<file path="config.mk">
export PLATFORM = sky130hd
export DESIGN_NAME = indexed_array_insert_delete_core
export DESIGN_NICKNAME = d
export VERILOG_FILES = /design/src/rtl/iad_pkg.sv /design/src/rtl/iad_ctrl.sv /design/src/rtl/iad_dpath.sv /design/src/rtl/indexed_array_insert_delete_core.sv
export SDC_FILE = /design/constraint.sdc
export NUM_CORES = 1
export LEC_CHECK = 0
export ABC_CLOCK_PERIOD_IN_PS = 4620
export BUFFER_PORTS_ARGS = -buffer_cell sky130_fd_sc_hd__buf_2
export CORE_ASPECT_RATIO = 0.8
export CORE_MARGIN = 2
export CORE_UTILIZATION = 40
export CTS_BUF_LIST = sky130_fd_sc_hd__clkbuf_4 sky130_fd_sc_hd__clkbuf_8 sky130_fd_sc_hd__clkbuf_16
export CTS_CLUSTER_SIZE = 8
export DETAILED_ROUTE_END_ITERATION = 12
export GPL_ROUTABILITY_DRIVEN = 0
export PLACE_DENSITY_LB_ADDON = 0.05
export SETUP_SLACK_MARGIN = 0.3
export SLEW_MARGIN = 20
export SYNTH_ARGS = -nofsm -noshare
export SYNTH_HDL_FRONTEND = slang
export SYNTH_SLANG_ARGS = --single-unit
</file>
<file path="constraint.sdc">
create_clock -name clk -period 4.62 [get_ports clk]
set_input_delay 0.231 -clock clk [delete_from_list [all_inputs] [get_ports clk]]
set_output_delay 0.231 -clock clk [all_outputs]
set_load 0.02 [all_outputs]
</file>
<file path="src/rtl/iad_pkg.sv">
`default_nettype none

package iad_pkg;

    // fixed field widths
    localparam int CMD_W   = 3;
    localparam int INDEX_W = 4;
    localparam int DATA_W  = 32;
    localparam int CNT_W   = 5;
    localparam int STAT_W  = 2;

    // storage depth, bounded by the index and count field widths
    localparam int MAX_ENTRIES = 16;

    // capacity register value after reset
    localparam logic [CNT_W-1:0] CAP_RESET = 5'd16;

    typedef enum logic [CMD_W-1:0] {
        CMD_APPEND = 3'd0,
        CMD_INSERT = 3'd1,
        CMD_EDIT   = 3'd2,
        CMD_DELETE = 3'd3,
        CMD_DUMP   = 3'd4
    } cmd_t;

    typedef enum logic [STAT_W-1:0] {
        STATUS_DONE      = 2'd0,
        STATUS_FULL      = 2'd1,
        STATUS_BAD_INDEX = 2'd2
    } status_t;

    typedef enum logic [1:0] {
        ST_IDLE = 2'd0,
        ST_EXEC = 2'd1,
        ST_DUMP = 2'd2
    } state_t;

    typedef struct packed {
        logic [CMD_W-1:0]          command;
        logic [INDEX_W-1:0]        index;
        logic signed [DATA_W-1:0]  data_value;
    } in_word_t;

    typedef struct packed {
        logic [STAT_W-1:0]         status;
        logic signed [DATA_W-1:0]  element_value;
        logic                      element_valid;
        logic [CNT_W-1:0]          entry_count;
        logic                      is_full;
        logic                      is_empty;
        logic                      last_result;
    } out_word_t;

    // controller to datapath
    typedef struct packed {
        logic capture;
        logic exec;
        logic dump_step;
    } ctl_t;

    // datapath to controller
    typedef struct packed {
        logic slot_free;
        logic cmd_is_dump;
        logic list_empty;
        logic dump_last;
    } sts_t;

endpackage

`default_nettype wire

</file>
<file path="src/rtl/iad_ctrl.sv">
`default_nettype none

module iad_ctrl (
    input  wire logic          clk,
    input  wire logic          rst_n,
    input  wire logic          in_valid,
    output logic               in_ready,
    input  wire iad_pkg::sts_t sts,
    output iad_pkg::ctl_t      ctl
);

    iad_pkg::state_t state_reg;
    iad_pkg::state_t state_next;

    always_ff @(posedge clk or negedge rst_n)
    begin
        if (!rst_n)
        begin
            state_reg <= iad_pkg::ST_IDLE;
        end
        else
        begin
            state_reg <= state_next;
        end
    end

    always_comb
    begin
        state_next    = state_reg;
        in_ready      = 1'b0;
        ctl.capture   = 1'b0;
        ctl.exec      = 1'b0;
        ctl.dump_step = 1'b0;
        case (state_reg)
            iad_pkg::ST_IDLE:
            begin
                in_ready = 1'b1;
                if (in_valid)
                begin
                    ctl.capture = 1'b1;
                    state_next  = iad_pkg::ST_EXEC;
                end
            end
            iad_pkg::ST_EXEC:
            begin
                if (sts.slot_free)
                begin
                    if (sts.cmd_is_dump && !sts.list_empty)
                    begin
                        ctl.dump_step = 1'b1;
                        state_next    = sts.dump_last ? iad_pkg::ST_IDLE : iad_pkg::ST_DUMP;
                    end
                    else
                    begin
                        ctl.exec   = 1'b1;
                        state_next = iad_pkg::ST_IDLE;
                    end
                end
            end
            iad_pkg::ST_DUMP:
            begin
                if (sts.slot_free)
                begin
                    ctl.dump_step = 1'b1;
                    if (sts.dump_last)
                    begin
                        state_next = iad_pkg::ST_IDLE;
                    end
                end
            end
            default:
            begin
                state_next = iad_pkg::ST_IDLE;
            end
        endcase
    end

endmodule

`default_nettype wire

</file>
<file path="src/rtl/iad_dpath.sv">
`default_nettype none

module iad_dpath (
    input  wire logic                              clk,
    input  wire logic                              rst_n,
    input  wire iad_pkg::in_word_t                 in_data,
    input  wire logic                              out_ready,
    output logic                                   out_valid,
    output iad_pkg::out_word_t                     out_data,
    input  wire logic                              cfg_we,
    input  wire logic [iad_pkg::CNT_W-1:0]         cfg_wdata,
    input  wire iad_pkg::ctl_t                     ctl,
    output iad_pkg::sts_t                          sts
);

    localparam int          MAX_ENTRIES = iad_pkg::MAX_ENTRIES;
    localparam int          IDX_W   = (MAX_ENTRIES > 1) ? $clog2(MAX_ENTRIES) : 1;
    localparam logic [7:0]  MAX_ENT = 8'(MAX_ENTRIES);

    iad_pkg::in_word_t                  cmd_reg;
    logic [iad_pkg::CNT_W-1:0]          count_reg;
    logic [iad_pkg::CNT_W-1:0]          count_next;
    logic [iad_pkg::CNT_W-1:0]          cap_reg;
    logic [iad_pkg::CNT_W-1:0]          ptr_reg;
    logic signed [iad_pkg::DATA_W-1:0]  cell_reg  [MAX_ENTRIES];
    logic signed [iad_pkg::DATA_W-1:0]  cell_next [MAX_ENTRIES];
    logic                               out_valid_reg;
    iad_pkg::out_word_t                 out_reg;
    iad_pkg::out_word_t                 out_next;

    logic [7:0]   cap8;
    logic [7:0]   eff_cap;
    logic [7:0]   cnt8;
    logic [7:0]   idx8;
    logic [7:0]   cnt_next8;
    logic         full_now;
    logic [iad_pkg::STAT_W-1:0] status;
    logic         do_append;
    logic         do_insert;
    logic         do_edit;
    logic         do_delete;
    logic         load_out;

    // effective capacity: zero acts as one, clamp to storage depth
    always_comb
    begin
        cap8    = {3'b000, cap_reg};
        eff_cap = cap8;
        if (cap8 == 8'd0)
        begin
            eff_cap = 8'd1;
        end
        else if (cap8 > MAX_ENT)
        begin
            eff_cap = MAX_ENT;
        end
    end

    assign cnt8     = {3'b000, count_reg};
    assign idx8     = {4'b0000, cmd_reg.index};
    assign full_now = (cnt8 >= eff_cap);

    // decode of the held command
    always_comb
    begin
        status     = iad_pkg::STATUS_DONE;
        do_append  = 1'b0;
        do_insert  = 1'b0;
        do_edit    = 1'b0;
        do_delete  = 1'b0;
        count_next = count_reg;
        case (iad_pkg::cmd_t'(cmd_reg.command))
            iad_pkg::CMD_APPEND:
            begin
                if (full_now)
                begin
                    status = iad_pkg::STATUS_FULL;
                end
                else
                begin
                    do_append  = 1'b1;
                    count_next = 5'(count_reg + 5'd1);
                end
            end
            iad_pkg::CMD_INSERT:
            begin
                if (full_now)
                begin
                    status = iad_pkg::STATUS_FULL;
                end
                else if (idx8 > cnt8)
                begin
                    status = iad_pkg::STATUS_BAD_INDEX;
                end
                else
                begin
                    do_insert  = 1'b1;
                    count_next = 5'(count_reg + 5'd1);
                end
            end
            iad_pkg::CMD_EDIT:
            begin
                if (idx8 >= cnt8)
                begin
                    status = iad_pkg::STATUS_BAD_INDEX;
                end
                else
                begin
                    do_edit = 1'b1;
                end
            end
            iad_pkg::CMD_DELETE:
            begin
                if (idx8 >= cnt8)
                begin
                    status = iad_pkg::STATUS_BAD_INDEX;
                end
                else
                begin
                    do_delete  = 1'b1;
                    count_next = 5'(count_reg - 5'd1);
                end
            end
            default:
            begin
                status = iad_pkg::STATUS_DONE;
            end
        endcase
    end

    assign cnt_next8 = {3'b000, count_next};

    // one shift cell per entry, each sees only its neighbors
    for (genvar k = 0; k < MAX_ENTRIES; k++)
    begin : g_cell
        localparam logic [7:0] K = 8'(k);
        always_comb
        begin
            cell_next[k] = cell_reg[k];
            if (ctl.exec)
            begin
                if (do_append && K == cnt8)
                begin
                    cell_next[k] = cmd_reg.data_value;
                end
                if ((do_insert || do_edit) && K == idx8)
                begin
                    cell_next[k] = cmd_reg.data_value;
                end
                if (k > 0)
                begin
                    if (do_insert && K > idx8 && K <= cnt8)
                    begin
                        cell_next[k] = cell_reg[(k > 0) ? k - 1 : 0];
                    end
                end
                if (k < MAX_ENTRIES - 1)
                begin
                    if (do_delete && K >= idx8 && 8'(K + 8'd1) < cnt8)
                    begin
                        cell_next[k] = cell_reg[(k < MAX_ENTRIES - 1) ? k + 1 : k];
                    end
                end
            end
        end
    end

    always_ff @(posedge clk)
    begin
        for (int k = 0; k < MAX_ENTRIES; k++)
        begin
            cell_reg[k] <= cell_next[k];
        end
    end

    // command hold, count, capacity and dump pointer
    always_ff @(posedge clk)
    begin
        if (ctl.capture)
        begin
            cmd_reg <= in_data;
        end
    end

    always_ff @(posedge clk or negedge rst_n)
    begin
        if (!rst_n)
        begin
            count_reg <= '0;
            cap_reg   <= iad_pkg::CAP_RESET;
            ptr_reg   <= '0;
        end
        else
        begin
            if (ctl.exec)
            begin
                count_reg <= count_next;
            end
            if (cfg_we)
            begin
                cap_reg <= cfg_wdata;
            end
            if (ctl.capture)
            begin
                ptr_reg <= '0;
            end
            else if (ctl.dump_step)
            begin
                ptr_reg <= 5'(ptr_reg + 5'd1);
            end
        end
    end

    // output word
    always_comb
    begin
        out_next.status        = status;
        out_next.element_value = '0;
        out_next.element_valid = 1'b0;
        out_next.entry_count   = count_next;
        out_next.is_full       = (cnt_next8 >= eff_cap);
        out_next.is_empty      = (count_next == '0);
        out_next.last_result   = 1'b1;
        if (ctl.dump_step)
        begin
            out_next.status        = iad_pkg::STATUS_DONE;
            out_next.element_value = cell_reg[IDX_W'(ptr_reg)];
            out_next.element_valid = 1'b1;
            out_next.entry_count   = count_reg;
            out_next.is_full       = full_now;
            out_next.is_empty      = 1'b0;
            out_next.last_result   = sts.dump_last;
        end
    end

    assign load_out = ctl.exec || ctl.dump_step;

    always_ff @(posedge clk or negedge rst_n)
    begin
        if (!rst_n)
        begin
            out_valid_reg <= 1'b0;
        end
        else if (load_out)
        begin
            out_valid_reg <= 1'b1;
        end
        else if (out_ready)
        begin
            out_valid_reg <= 1'b0;
        end
    end

    always_ff @(posedge clk)
    begin
        if (load_out)
        begin
            out_reg <= out_next;
        end
    end

    assign out_valid = out_valid_reg;
    assign out_data  = out_reg;

    assign sts.slot_free   = !out_valid_reg || out_ready;
    assign sts.cmd_is_dump = (iad_pkg::cmd_t'(cmd_reg.command) == iad_pkg::CMD_DUMP);
    assign sts.list_empty  = (count_reg == '0);
    assign sts.dump_last   = (5'(ptr_reg + 5'd1) == count_reg);

`ifndef SYNTHESIS
    a_count_bound: assert property (@(posedge clk) disable iff (!rst_n)
        cnt8 <= MAX_ENT)
        else $error("entry count beyond storage depth");

    a_one_load: assert property (@(posedge clk) disable iff (!rst_n)
        !(ctl.exec && ctl.dump_step))
        else $error("execute and dump step in the same cycle");

    a_no_overwrite: assert property (@(posedge clk) disable iff (!rst_n)
        load_out |-> (!out_valid_reg || out_ready))
        else $error("output word overwritten before it was taken");

    a_count_on_exec: assert property (@(posedge clk) disable iff (!rst_n)
        (count_reg != $past(count_reg)) |-> $past(ctl.exec))
        else $error("entry count changed without a command");

    a_dump_in_range: assert property (@(posedge clk) disable iff (!rst_n)
        ctl.dump_step |-> (ptr_reg < count_reg))
        else $error("dump read past the stored entries");
`endif

endmodule

`default_nettype wire

</file>
<file path="src/rtl/indexed_array_insert_delete_core.sv">
// bounded packed list of signed 32-bit values with insert and delete shifting
//
// in channel (in_valid/in_ready, in_data): one command word - append, insert
// at index, edit, delete or dump. out channel (out_valid/out_ready, out_data):
// result words, one per command, or one per stored entry for a dump of a
// non-empty list; last_result marks the final word of a command.
// cfg_we/cfg_wdata write the capacity register at once; write only while idle.
//
// sequence: a command is taken while idle and executed in the execute state
// that follows, as soon as the output register is free; its result word is
// loaded into the output register. a dump reads one stored entry per cycle,
// while the output register is free, from the shift cells through the dump
// pointer. insert and delete move all entries together in the execute step.
//
// a command word is taken while the previous result word still waits in the
// output register; execution waits until that word is taken. back pressure on
// out_ready holds the controller, no word is dropped.
//
// reset clears the count, sets capacity to 16 and empties the output register;
// the entry cells are not cleared and are never read beyond the count.
`default_nettype none

module indexed_array_insert_delete_core (
    input  wire logic                       clk,
    input  wire logic                       rst_n,
    // command channel
    input  wire logic                       in_valid,
    output logic                            in_ready,
    input  wire iad_pkg::in_word_t          in_data,
    // result channel
    output logic                            out_valid,
    input  wire logic                       out_ready,
    output iad_pkg::out_word_t              out_data,
    // capacity register
    input  wire logic                       cfg_we,
    input  wire logic [iad_pkg::CNT_W-1:0]  cfg_wdata
);

    // command and status between the controller and the datapath
    iad_pkg::ctl_t ctl;
    iad_pkg::sts_t sts;

    // sequencing: idle, execute, dump walk
    iad_ctrl u_ctrl (
        .clk      (clk),
        .rst_n    (rst_n),
        .in_valid (in_valid),
        .in_ready (in_ready),
        .sts      (sts),
        .ctl      (ctl)
    );

    // shift cells, count, capacity and output register
    iad_dpath u_dpath (
        .clk       (clk),
        .rst_n     (rst_n),
        .in_data   (in_data),
        .out_ready (out_ready),
        .out_valid (out_valid),
        .out_data  (out_data),
        .cfg_we    (cfg_we),
        .cfg_wdata (cfg_wdata),
        .ctl       (ctl),
        .sts       (sts)
    );

endmodule

`default_nettype wire
</file>
==> summary.txt <==
Post-synth EDFFs: 594
Worst vdd ir: 0.3337 mV
Synthesized cell area: 34,540 um2
Met3 WL post-DR: 8.088 mm
Detailed router's first-iteration violation count: 2,464
Mapped Avg Cell Area: 12.32 um2
Vert. Die Dim: 266.8 um
Max reg flops: 512
Die X: 332.5 um
Placed insts: 3,859
Final #Nets: 2,945
Unrepaired setup endpoints after global routing: no
Grt total ovfl: 0
Cell with the most instances after synthesis: edfxtp_1
Crit Path Class: register to register
IO Count: 94
Fill cell count: 7,705
Crit share post-route: 86.77%
Post-Syn Instances: 2,804
Synth warn: 0
Worst EP required: 5000 ps
Critical Path AT: 4390 ps
Die ar.: 88,720 um2
Worst slew margin: 29.61%
Mapped Nets: 2,876
Final Worst Setup Slack: 611.2 ps
Site Rows: 96
Min-Delay Path Class: primary input to asynchronous set/reset pin
FF-to-FF path depth: 14
Top sig layer: met4
Outcome: complete, no violations
Core ar.: 85,640 um2
N_diodes: 0
Layout cell share with drive strength beyond 1: 18.73%
Area share of the largest cell type after synthesis: 51.65%
CTS tree: built
ANT nets after route: 0
I/O Buffers: 93
Post-synthesis sequential area ratio: 52.95%
Setup-failing EPs final: 0
Post-synthesis simple-gate area fraction: 8.119%
Mux share of post-synthesis cell area: 25.80%
Initial antenna violation count: 1
Post-CTS Setup Inserts: 0
Max Freq: 0.2495 GHz
Final max-slew violation count: 0
First-pass GRT wire length: 167.8 mm
Drt drc: 0
Library cells used by synthesis: 72
Top cells by area, synth: edfxtp_1, mux2i_1, mux4_2, a21oi_1, nor2_1
GRT Util Overall: 25.90%
CP Capture Type: register
WL met1: 53.37 mm
Fin Clk Skew: 28.62 ps
Clock root buffer: clkbuf_16
Effective utilization at floorplan: 40.33%
CTS Buf Count: 86
Largest family of logic cells by synthesized area: multiplexers
Max Cap Viol: 0
Vias in the first global route: 24.15k
Clk slew on worst S/H paths: 60 ps
Most instantiated cells after synthesis: edfxtp_1, mux2i_1, a21oi_1, nor2_1, nand2_1
CTS H-tree depth: 3
Place WS: 559.5 ps
Fin cells: 4,020
P per Cell Area: 456.9 nW/um2
Post-DR wirelength/cell: 28.76 um
Routed WL: 115.6 mm
Met2 WL: 50.95 mm
Pin slew with the least headroom to its limit: 1056 ps
Final min period: 4009 ps
Insertion delay to the later sink of the worst-skew pair: 650 ps
Via count: 24.41k
Clock sinks: 612
Reg-to-reg slack, setup: 610 ps
Worst hold margin: 52.41 ps
Detailed placement HPWL: 62.59 mm
Pleak: 15.47 nW
Synth Area in Compound Gates: 8.684%
#FFs+latches synth: 612
Adder-cell area share of the yosys netlist: 0.8332%
Final Hold Viols: 0
Ys async rst share: 2.941%
Worst setup SP type: register
Via density: 6.073
Ys flop type: edfxtp_1
Crit-path max FO: 11
XOR/XNOR share of the synthesized area: 0.3297%
Layout area overhead: 14.57%
Post-synthesis cell type with the largest combined area: edfxtp_1
Largest net degree at the start of global routing: 131
Clock buffer depth: 3
DR pass1 iterations: 6
-- placed cells by master (no fill, tap or decap), drive strengths merged, types with 23 or more instances in the layout --
cell type | Yosys | routed
nand2 | 237 | 237
mux2i | 448 | 448
buf | 79 | 173
clkbuf | 166 | 105
o21ai | 219 | 219
mux4 | 160 | 160
nand3 | 30 | 30
and2 | 39 | 39
mux2 | 73 | 73
edfxtp | 594 | 594
nor2 | 284 | 284
ha | 23 | 23
dlygate4sd3 | 0 | 53
a21oi | 285 | 285
-- worst paths after layout --
check,start,end
min,rst_n,u_dpath.cap_reg[2]$_DFFE_PN0P_
max,u_dpath.count_reg[0]$_DFFE_PN0P_,u_dpath.out_data[2]$_DFFE_PP_
min reg2reg,u_ctrl.state_reg[1]$_DFFE_PN0P_,u_ctrl.state_reg[1]$_DFFE_PN0P_
max reg2reg,u_dpath.count_reg[0]$_DFFE_PN0P_,u_dpath.out_data[2]$_DFFE_PP_
max in group asynchronous,rst_n,u_dpath.ptr_reg[1]$_DFFE_PN0P_
min in group clk,in_data[37],u_dpath.cmd_reg[37]$_DFFE_PP_
-- critical path, stage by stage, from the launching register on --
cell and delay (ps):
dfrtp_1 600, clkinv_1 170, ha_1 220, nor2b_1 130, o21ai_1 410, a2111oi_0 200
o311ai_1 660, xnor2_1 190, ha_1 310, nand2b_1 140, a21o_1 180, a21oi_1 160
nor2b_1 60, o21ai_0 180, a22oi_1 90
-- stage by stage --
| stage | cell area (um2) | total power, W | setup TNS (ps) | util (%) |
|---|---|---|---|---|
| 2_1_floorplan | 34610 | 0.01057 | -6507 | - |
| 3_3_place_gp | 36610 | 0.01209 | 0 | 42.75 |
| 3_5_place_dp | 36610 | 0.01218 | 0 | 42.75 |
| 4_1_cts | 39560 | 0.01822 | 0 | 46.20 |
| 5_1_grt | 39570 | 0.01886 | 0 | 46.20 |
| 6_report | 39570 | 0.01808 | 0 | 46.20 |
-- repair_timing --
| item | CTS | global route |
|---|---|---|
| gates resized for setup | 0 | 1 |
| hold buffers | 53 | 0 |
| setup endpoints to repair | 0 | 18 |
| hold endpoints to repair | 64 | 0 |
-- cell families (layout without fill, tap and decap cells) --
logic type	count (synthesis)	after routing
multiplexers	681	681
XOR/XNOR	13	13
flip-flops	612	612
buffers and inverters	264	353
AND/OR/NAND/NOR	650	650
AO/OA/AOI/OAI	561	561
adder cells (fa/ha/maj)	23	23
-- report_power, final --
part	total (W)	switching [W]	leakage [nW]	internal (W)
registers	0.00739	0.000492	5.61	0.00689
clock network	0.00599	0.00242	1.20	0.00357
logic	0.00470	0.00275	8.66	0.00196
total	0.0181	0.00566	15.5	0.0124
-- per-layer routing --
| layer | vias up | global-route usage (%) |
|---|---|---|
| met2 | 1018 | 39.29 |
| met5 | - | 0 |
| met3 | 202 | 4.337 |
| met4 | 0 | 7.789 |
| met1 | 12440 | 38.02 |
| li1 | 10750 | - |
-- area by class of cell --
| cell class | instances | area, um2 | area share [%] |
|---|---|---|---|
| multi-input combinational | 1928 | 15500 | 39.18 |
| sequential | 612 | 18300 | 46.25 |
| clock inverter | 3 | 36.28 | 0.09170 |
| timing repair buffer | 226 | 1859 | 4.699 |
| tap | 1127 | 1410 | 3.564 |
| clock buffer | 105 | 2389 | 6.036 |
| inverter | 19 | 71.32 | 0.1802 |
No activity file was read; power rests on OpenSTA's default activity.
